File: src/esaw_pkg.sv
package esaw_pkg;

  localparam int SLICE_COUNT     = 4;
  localparam int COLUMNS         = 256;
  localparam int ROWS            = 256;
  localparam int PIXELS_PER_WORD = 32;
  localparam int PIXEL_BITS      = 4;
  localparam int WINDOW_LEN      = 11;

  localparam int WORDS_PER_COL = (ROWS + PIXELS_PER_WORD - 1) / PIXELS_PER_WORD;
  localparam int WORD_W        = PIXELS_PER_WORD * PIXEL_BITS;
  localparam int SLICE_BITS    = $clog2(SLICE_COUNT);
  localparam int COL_BITS      = 8;
  localparam int ROW_BITS      = 8;
  localparam int OFF_BITS      = $clog2(PIXELS_PER_WORD);
  localparam int WORD_BITS     = ROW_BITS - OFF_BITS;
  localparam int ADDR_W        = COL_BITS + WORD_BITS;
  localparam int MEM_DEPTH     = 1 << ADDR_W;
  localparam int IDX_W         = $clog2(WINDOW_LEN + 1);
  localparam int WIN_PIX_BITS  = OFF_BITS + 1;

  typedef logic [WORD_W-1:0] word_t;
  typedef logic [ADDR_W-1:0] addr_t;
  typedef logic [IDX_W-1:0]  idx_t;

  typedef struct packed {
    logic [COL_BITS-1:0]   event_x;
    logic [ROW_BITS-1:0]   event_y;
    logic [SLICE_BITS-1:0] active_slice;
  } event_t;

  typedef struct packed {
    logic [3:0]            window_pos;
    logic [PIXEL_BITS-1:0] ref_pixel;
    logic [PIXEL_BITS-1:0] tag_pixel;
    logic                  last;
  } result_t;

  // Commands from the controller to the datapath.
  typedef struct packed {
    logic  accept;
    logic  rd_next;
    logic  cap_hi;
    logic  cap_lo;
    logic  wr_upd;
    logic  clr_wr;
    addr_t clr_addr;
    logic  load_out;
    idx_t  win_idx;
  } ctrl_cmd_t;

  // Status from the datapath to the controller.
  typedef struct packed {
    logic out_free;
  } dp_stat_t;

endpackage

File: src/esaw_ctrl.sv
module esaw_ctrl (
  input  logic                clk_i,
  input  logic                rst_ni,
  input  logic                in_valid_i,
  output logic                in_stall_o,
  input  esaw_pkg::dp_stat_t  stat_i,
  output esaw_pkg::ctrl_cmd_t cmd_o
);

  typedef enum logic [2:0] {
    ST_CLEAR,
    ST_IDLE,
    ST_FETCH,
    ST_UPDATE,
    ST_EMIT
  } state_e;

  state_e          state_q;
  esaw_pkg::addr_t clr_cnt_q;
  esaw_pkg::idx_t  idx_q;
  logic            idx_last;

  assign idx_last   = (idx_q == esaw_pkg::IDX_W'(esaw_pkg::WINDOW_LEN - 1));
  assign in_stall_o = (state_q != ST_IDLE);

  always_comb begin
    cmd_o          = '0;
    cmd_o.clr_addr = clr_cnt_q;
    cmd_o.win_idx  = idx_q;
    unique case (state_q)
      ST_CLEAR:  cmd_o.clr_wr = 1'b1;
      ST_IDLE:   cmd_o.accept = in_valid_i;
      ST_FETCH: begin
        cmd_o.rd_next = 1'b1;
        cmd_o.cap_hi  = 1'b1;
      end
      ST_UPDATE: begin
        cmd_o.rd_next = 1'b1;
        cmd_o.cap_lo  = 1'b1;
        cmd_o.wr_upd  = 1'b1;
      end
      ST_EMIT: begin
        cmd_o.rd_next  = 1'b1;
        cmd_o.load_out = stat_i.out_free;
      end
      default: ;
    endcase
  end

  always_ff @(posedge clk_i or negedge rst_ni) begin
    if (!rst_ni) begin
      state_q   <= ST_CLEAR;
      clr_cnt_q <= '0;
      idx_q     <= '0;
    end else begin
      unique case (state_q)
        ST_CLEAR: begin
          clr_cnt_q <= clr_cnt_q + esaw_pkg::ADDR_W'(1);
          if (clr_cnt_q == esaw_pkg::ADDR_W'(esaw_pkg::MEM_DEPTH - 1)) begin
            state_q <= ST_IDLE;
          end
        end
        ST_IDLE: begin
          if (in_valid_i) begin
            state_q <= ST_FETCH;
          end
        end
        ST_FETCH: state_q <= ST_UPDATE;
        ST_UPDATE: begin
          idx_q   <= '0;
          state_q <= ST_EMIT;
        end
        ST_EMIT: begin
          if (stat_i.out_free) begin
            idx_q <= idx_q + esaw_pkg::IDX_W'(1);
            if (idx_last) begin
              state_q <= ST_IDLE;
            end
          end
        end
        default: state_q <= ST_CLEAR;
      endcase
    end
  end

  // A result is loaded only into a free output register.
  assert property (@(posedge clk_i) disable iff (!rst_ni)
    cmd_o.load_out |-> stat_i.out_free)
    else $error("result loaded into an occupied output register");

  // The slice memories are never cleared while an event is being taken.
  assert property (@(posedge clk_i) disable iff (!rst_ni)
    !(cmd_o.clr_wr && cmd_o.accept))
    else $error("event accepted during the clearing pass");

  // The read-modify-write always follows the capture of the event's word.
  assert property (@(posedge clk_i) disable iff (!rst_ni)
    cmd_o.wr_upd |-> $past(cmd_o.cap_hi))
    else $error("slice update without a captured word");

  // After the final window result the block is ready for the next event.
  assert property (@(posedge clk_i) disable iff (!rst_ni)
    (cmd_o.load_out && idx_last) |=> !in_stall_o)
    else $error("block not ready after the last window result");

endmodule

File: config.mk
export PLATFORM = sky130hd
export DESIGN_NAME = esaw_ctrl
export DESIGN_NICKNAME = d
export VERILOG_FILES = /design/src/esaw_pkg.sv /design/src/esaw_ctrl.sv
export SDC_FILE = /design/constraint.sdc
export NUM_CORES = 1
export LEC_CHECK = 0
export BUFFER_PORTS_ARGS = -buffer_cell sky130_fd_sc_hd__buf_2
export CORE_ASPECT_RATIO = 1.4
export CORE_MARGIN = 2
export CORE_UTILIZATION = 45
export DETAILED_ROUTE_END_ITERATION = 6
export HOLD_SLACK_MARGIN = 0.05
export PLACE_DENSITY = 0.77
export SLEW_MARGIN = 20
export SYNTH_ARGS = -nofsm -noshare
export SYNTH_HDL_FRONTEND = slang
export SYNTH_SLANG_ARGS = --single-unit
export TNS_END_PERCENT = 10
File: constraint.sdc
create_clock -name clk_i -period 3.4 [get_ports clk_i]
set_input_delay 0.68 -clock clk_i [delete_from_list [all_inputs] [get_ports clk_i]]
set_output_delay 0.68 -clock clk_i [all_outputs]
set_load 0.005 [all_outputs]
==> results.ini <==
[logic_synthesis]
async_flop_share=1.00
synthesis.nets=94
synth_flop_cell=dfrtp_1
synth_seq_cells=18
synth.avg_cell_area_um2=10.5
synthCells=87
synth_fa_ha_area_frac=0.0412
synthMuxAreaShare=0.0219
synth_simple_gate_area_frac=0.248
synth-compound-area-share=0.0439
synthesis.area_um2=912
synth_edf_count=0
synth-xor-area-share=0.104
ys_seq_area_frac=0.494
netlist-cell-type-count=30
yosys_warnings=0
synth_top_family_by_area=simple AND/OR/NAND/NOR gates

[detailed_routing]
totalWireLength_um=1730
ant_nets=0
drtIter0Drc=18
via_per_inst=5.41
vias=730
wire_per_inst_um=12.8
firstDrtPassIters=4
drc=0

[clock_tree]
cts_root_buffer=clkbuf_4
path_clk_slew_ns=0.10
htreeDepth=1
ctsResizeCount=0
cts_buffers=3
cts_hold_buf=0
cts_tree=done
cts_buffer_depth=2
cts_num_sinks=18
cts_setup_buffers=0
insertion_delay_ns=0.28

[setup_path]
crit_family=flip-flops
start_kind=flop
worstPathMaxFanout=13
crit_buf_inv=2
crit_arrival_ns=1.52
path_cells=or3_1, inv_1, buf_2
worstPathRequired_ns=2.72
crit_path_max_incr_delay_ns=0.52
endpoint_kind=output pin
worst-setup-path-type=flop to output pin
cpMaxStageDelayCell=dfrtp_1

[sta]
setup_viol=0
skew_ns=0.000890
tightest_slew_ns=0.524
slew_headroom=0.650
finalCritPeriodShare=0.646
fmax_ghz=0.456
period_minus_slack_ns=2.20
hold_violations=0
timing.final.max_slew_violations=0
setup-tns-final_ns=0
rsz0062_at_grt=no

[flow_run]
cap_violations=0

[final_layout]
insertedDiodeCount=0
drive_gt1_frac=0.289
final_common_cell=buf_2
nNetsFinal=122
area_growth_syn_to_layout_pct=19.3
layout_common_cells=buf_2, dfrtp_1, nand2_1
post-route-util=0.558

[global_routing]
antenna_found_initial=0
grt_use_total=0.153
overflow=0
grt_first_pass_wirelength_um=2820
grt_max_degree=19
grt_pass1_vias=654

[power]
fin_total_pwr_uw=347
power.static_leakage_nw=0.582
ir_drop_mv=0.224
powerDensity_nw_per_um2=319

[run_status]
run_status=finished clean

[hold_path]
hold_class=primary input to async pin

[floorplan]
coreArea_um2=1950
die_y_um=57.3
start_util=0.468
fp-row-count=19
dieArea_um2=2410
io_pins=27
die_w_um=42.1

[place]
gp_congestion=0.755
numPortBuffers=26
post-dp-hpwl_um=1320

## area by class of cell
| type | count | area (um^2) |
|---|---|---|
| Clock buffer | 4 | 36.3 |
| Fill cell | 188 | 861 |
| Inverter | 7 | 26.3 |
| Multi-Input combinational cell | 59 | 419 |
| Sequential cell | 18 | 450 |
| Tap cell | 21 | 26.3 |
| Timing Repair Buffer | 26 | 130 |
## flip-flops by register name, summed over array words and instances (netlist names)
register / count
clr_cnt_q: 11
idx_q: 4
state_q: 3
## kinds of logic after synthesis
kind of cell             Yosys count
AO/OA/AOI/OAI                      7
XOR/XNOR                          10
adder cells (fa/ha/maj)            3
buffers and inverters             10
flip-flops                        18
multiplexers                       2
AND/OR/NAND/NOR                   37
## worst register-to-register path, stage by stage (launching register included)
cell and delay [ns]:
dfrtp_1 0.52, or3_1 0.46, or4b_4 0.58, xnor2_2 0.14
## cells in the mapped netlist (all sizes together), types with 2 or more instances
| cell | n | share of area |
|---|---|---|
| mux2i | 2 | 0.022 |
| or3 | 2 | 0.014 |
| ha | 3 | 0.041 |
| xnor2 | 7 | 0.075 |
| nor2 | 2 | 0.0082 |
| dfrtp | 18 | 0.49 |
| o21ai | 4 | 0.022 |
| nand4 | 4 | 0.027 |
| nand2 | 9 | 0.037 |
| inv | 7 | 0.029 |
| buf | 2 | 0.014 |
| nand3 | 8 | 0.044 |
| xor2 | 3 | 0.029 |
| and3 | 2 | 0.014 |
## per-layer routing
| metal | track usage | wire length, um | vias to the layer above |
|---|---|---|---|
| met2 | 0.239 | 855 | 16 |
| li1 | - | - | 360 |
| met1 | 0.208 | 782 | 352 |
| met5 | 0 | 0 | - |
| met3 | 0.00949 | 63 | 2 |
| met4 | 0.0938 | 27 | 0 |
## power by group
part           internal (mW)  leakage (nW)  total [mW]  switching, mW
Sequential             0.214         0.231       0.214              0
Clock                 0.0651        0.0210       0.127         0.0618
Combinational        0.00131         0.329     0.00595        0.00464
## final timing paths
kind / startpoint / to / slack (ns) / depth (start not counted)
worst max-delay path: state_q[2]$_DFFE_PN0P_ / cmd_o[16] / 1.20 / 3
worst min-delay path: rst_ni / state_q[2]$_DFFE_PN0P_ / 0.30 / 1
worst max register to register: state_q[2]$_DFFE_PN0P_ / clr_cnt_q[9]$_DFFE_PN0N_ / 1.59 / 3
worst min register to register: clr_cnt_q[8]$_DFFE_PN0N_ / clr_cnt_q[8]$_DFFE_PN0N_ / 0.50 / 1
max in group asynchronous: rst_ni / clr_cnt_q[0]$_DFFE_PN0N_ / 2.82 / 1
min in group clk_i: clr_cnt_q[8]$_DFFE_PN0N_ / clr_cnt_q[8]$_DFFE_PN0N_ / 0.50 / 1
## through the flow
| step | setup slack (ns) | hold WS [ns] | cells | cell area, um^2 |
|---|---|---|---|---|
| after floorplan | 1.67 | 0.384 | 87 | 912 |
| after global placement | 1.53 | 0.475 | 131 | 1050 |
| after detailed placement | 1.49 | 0.484 | 131 | 1050 |
| after CTS | 1.19 | 0.311 | 135 | 1090 |
| after global routing | 1.10 | 0.325 | 135 | 1090 |
| final | 1.20 | 0.302 | 135 | 1090 |
Note: power is estimated with default switching activity, not from simulation.
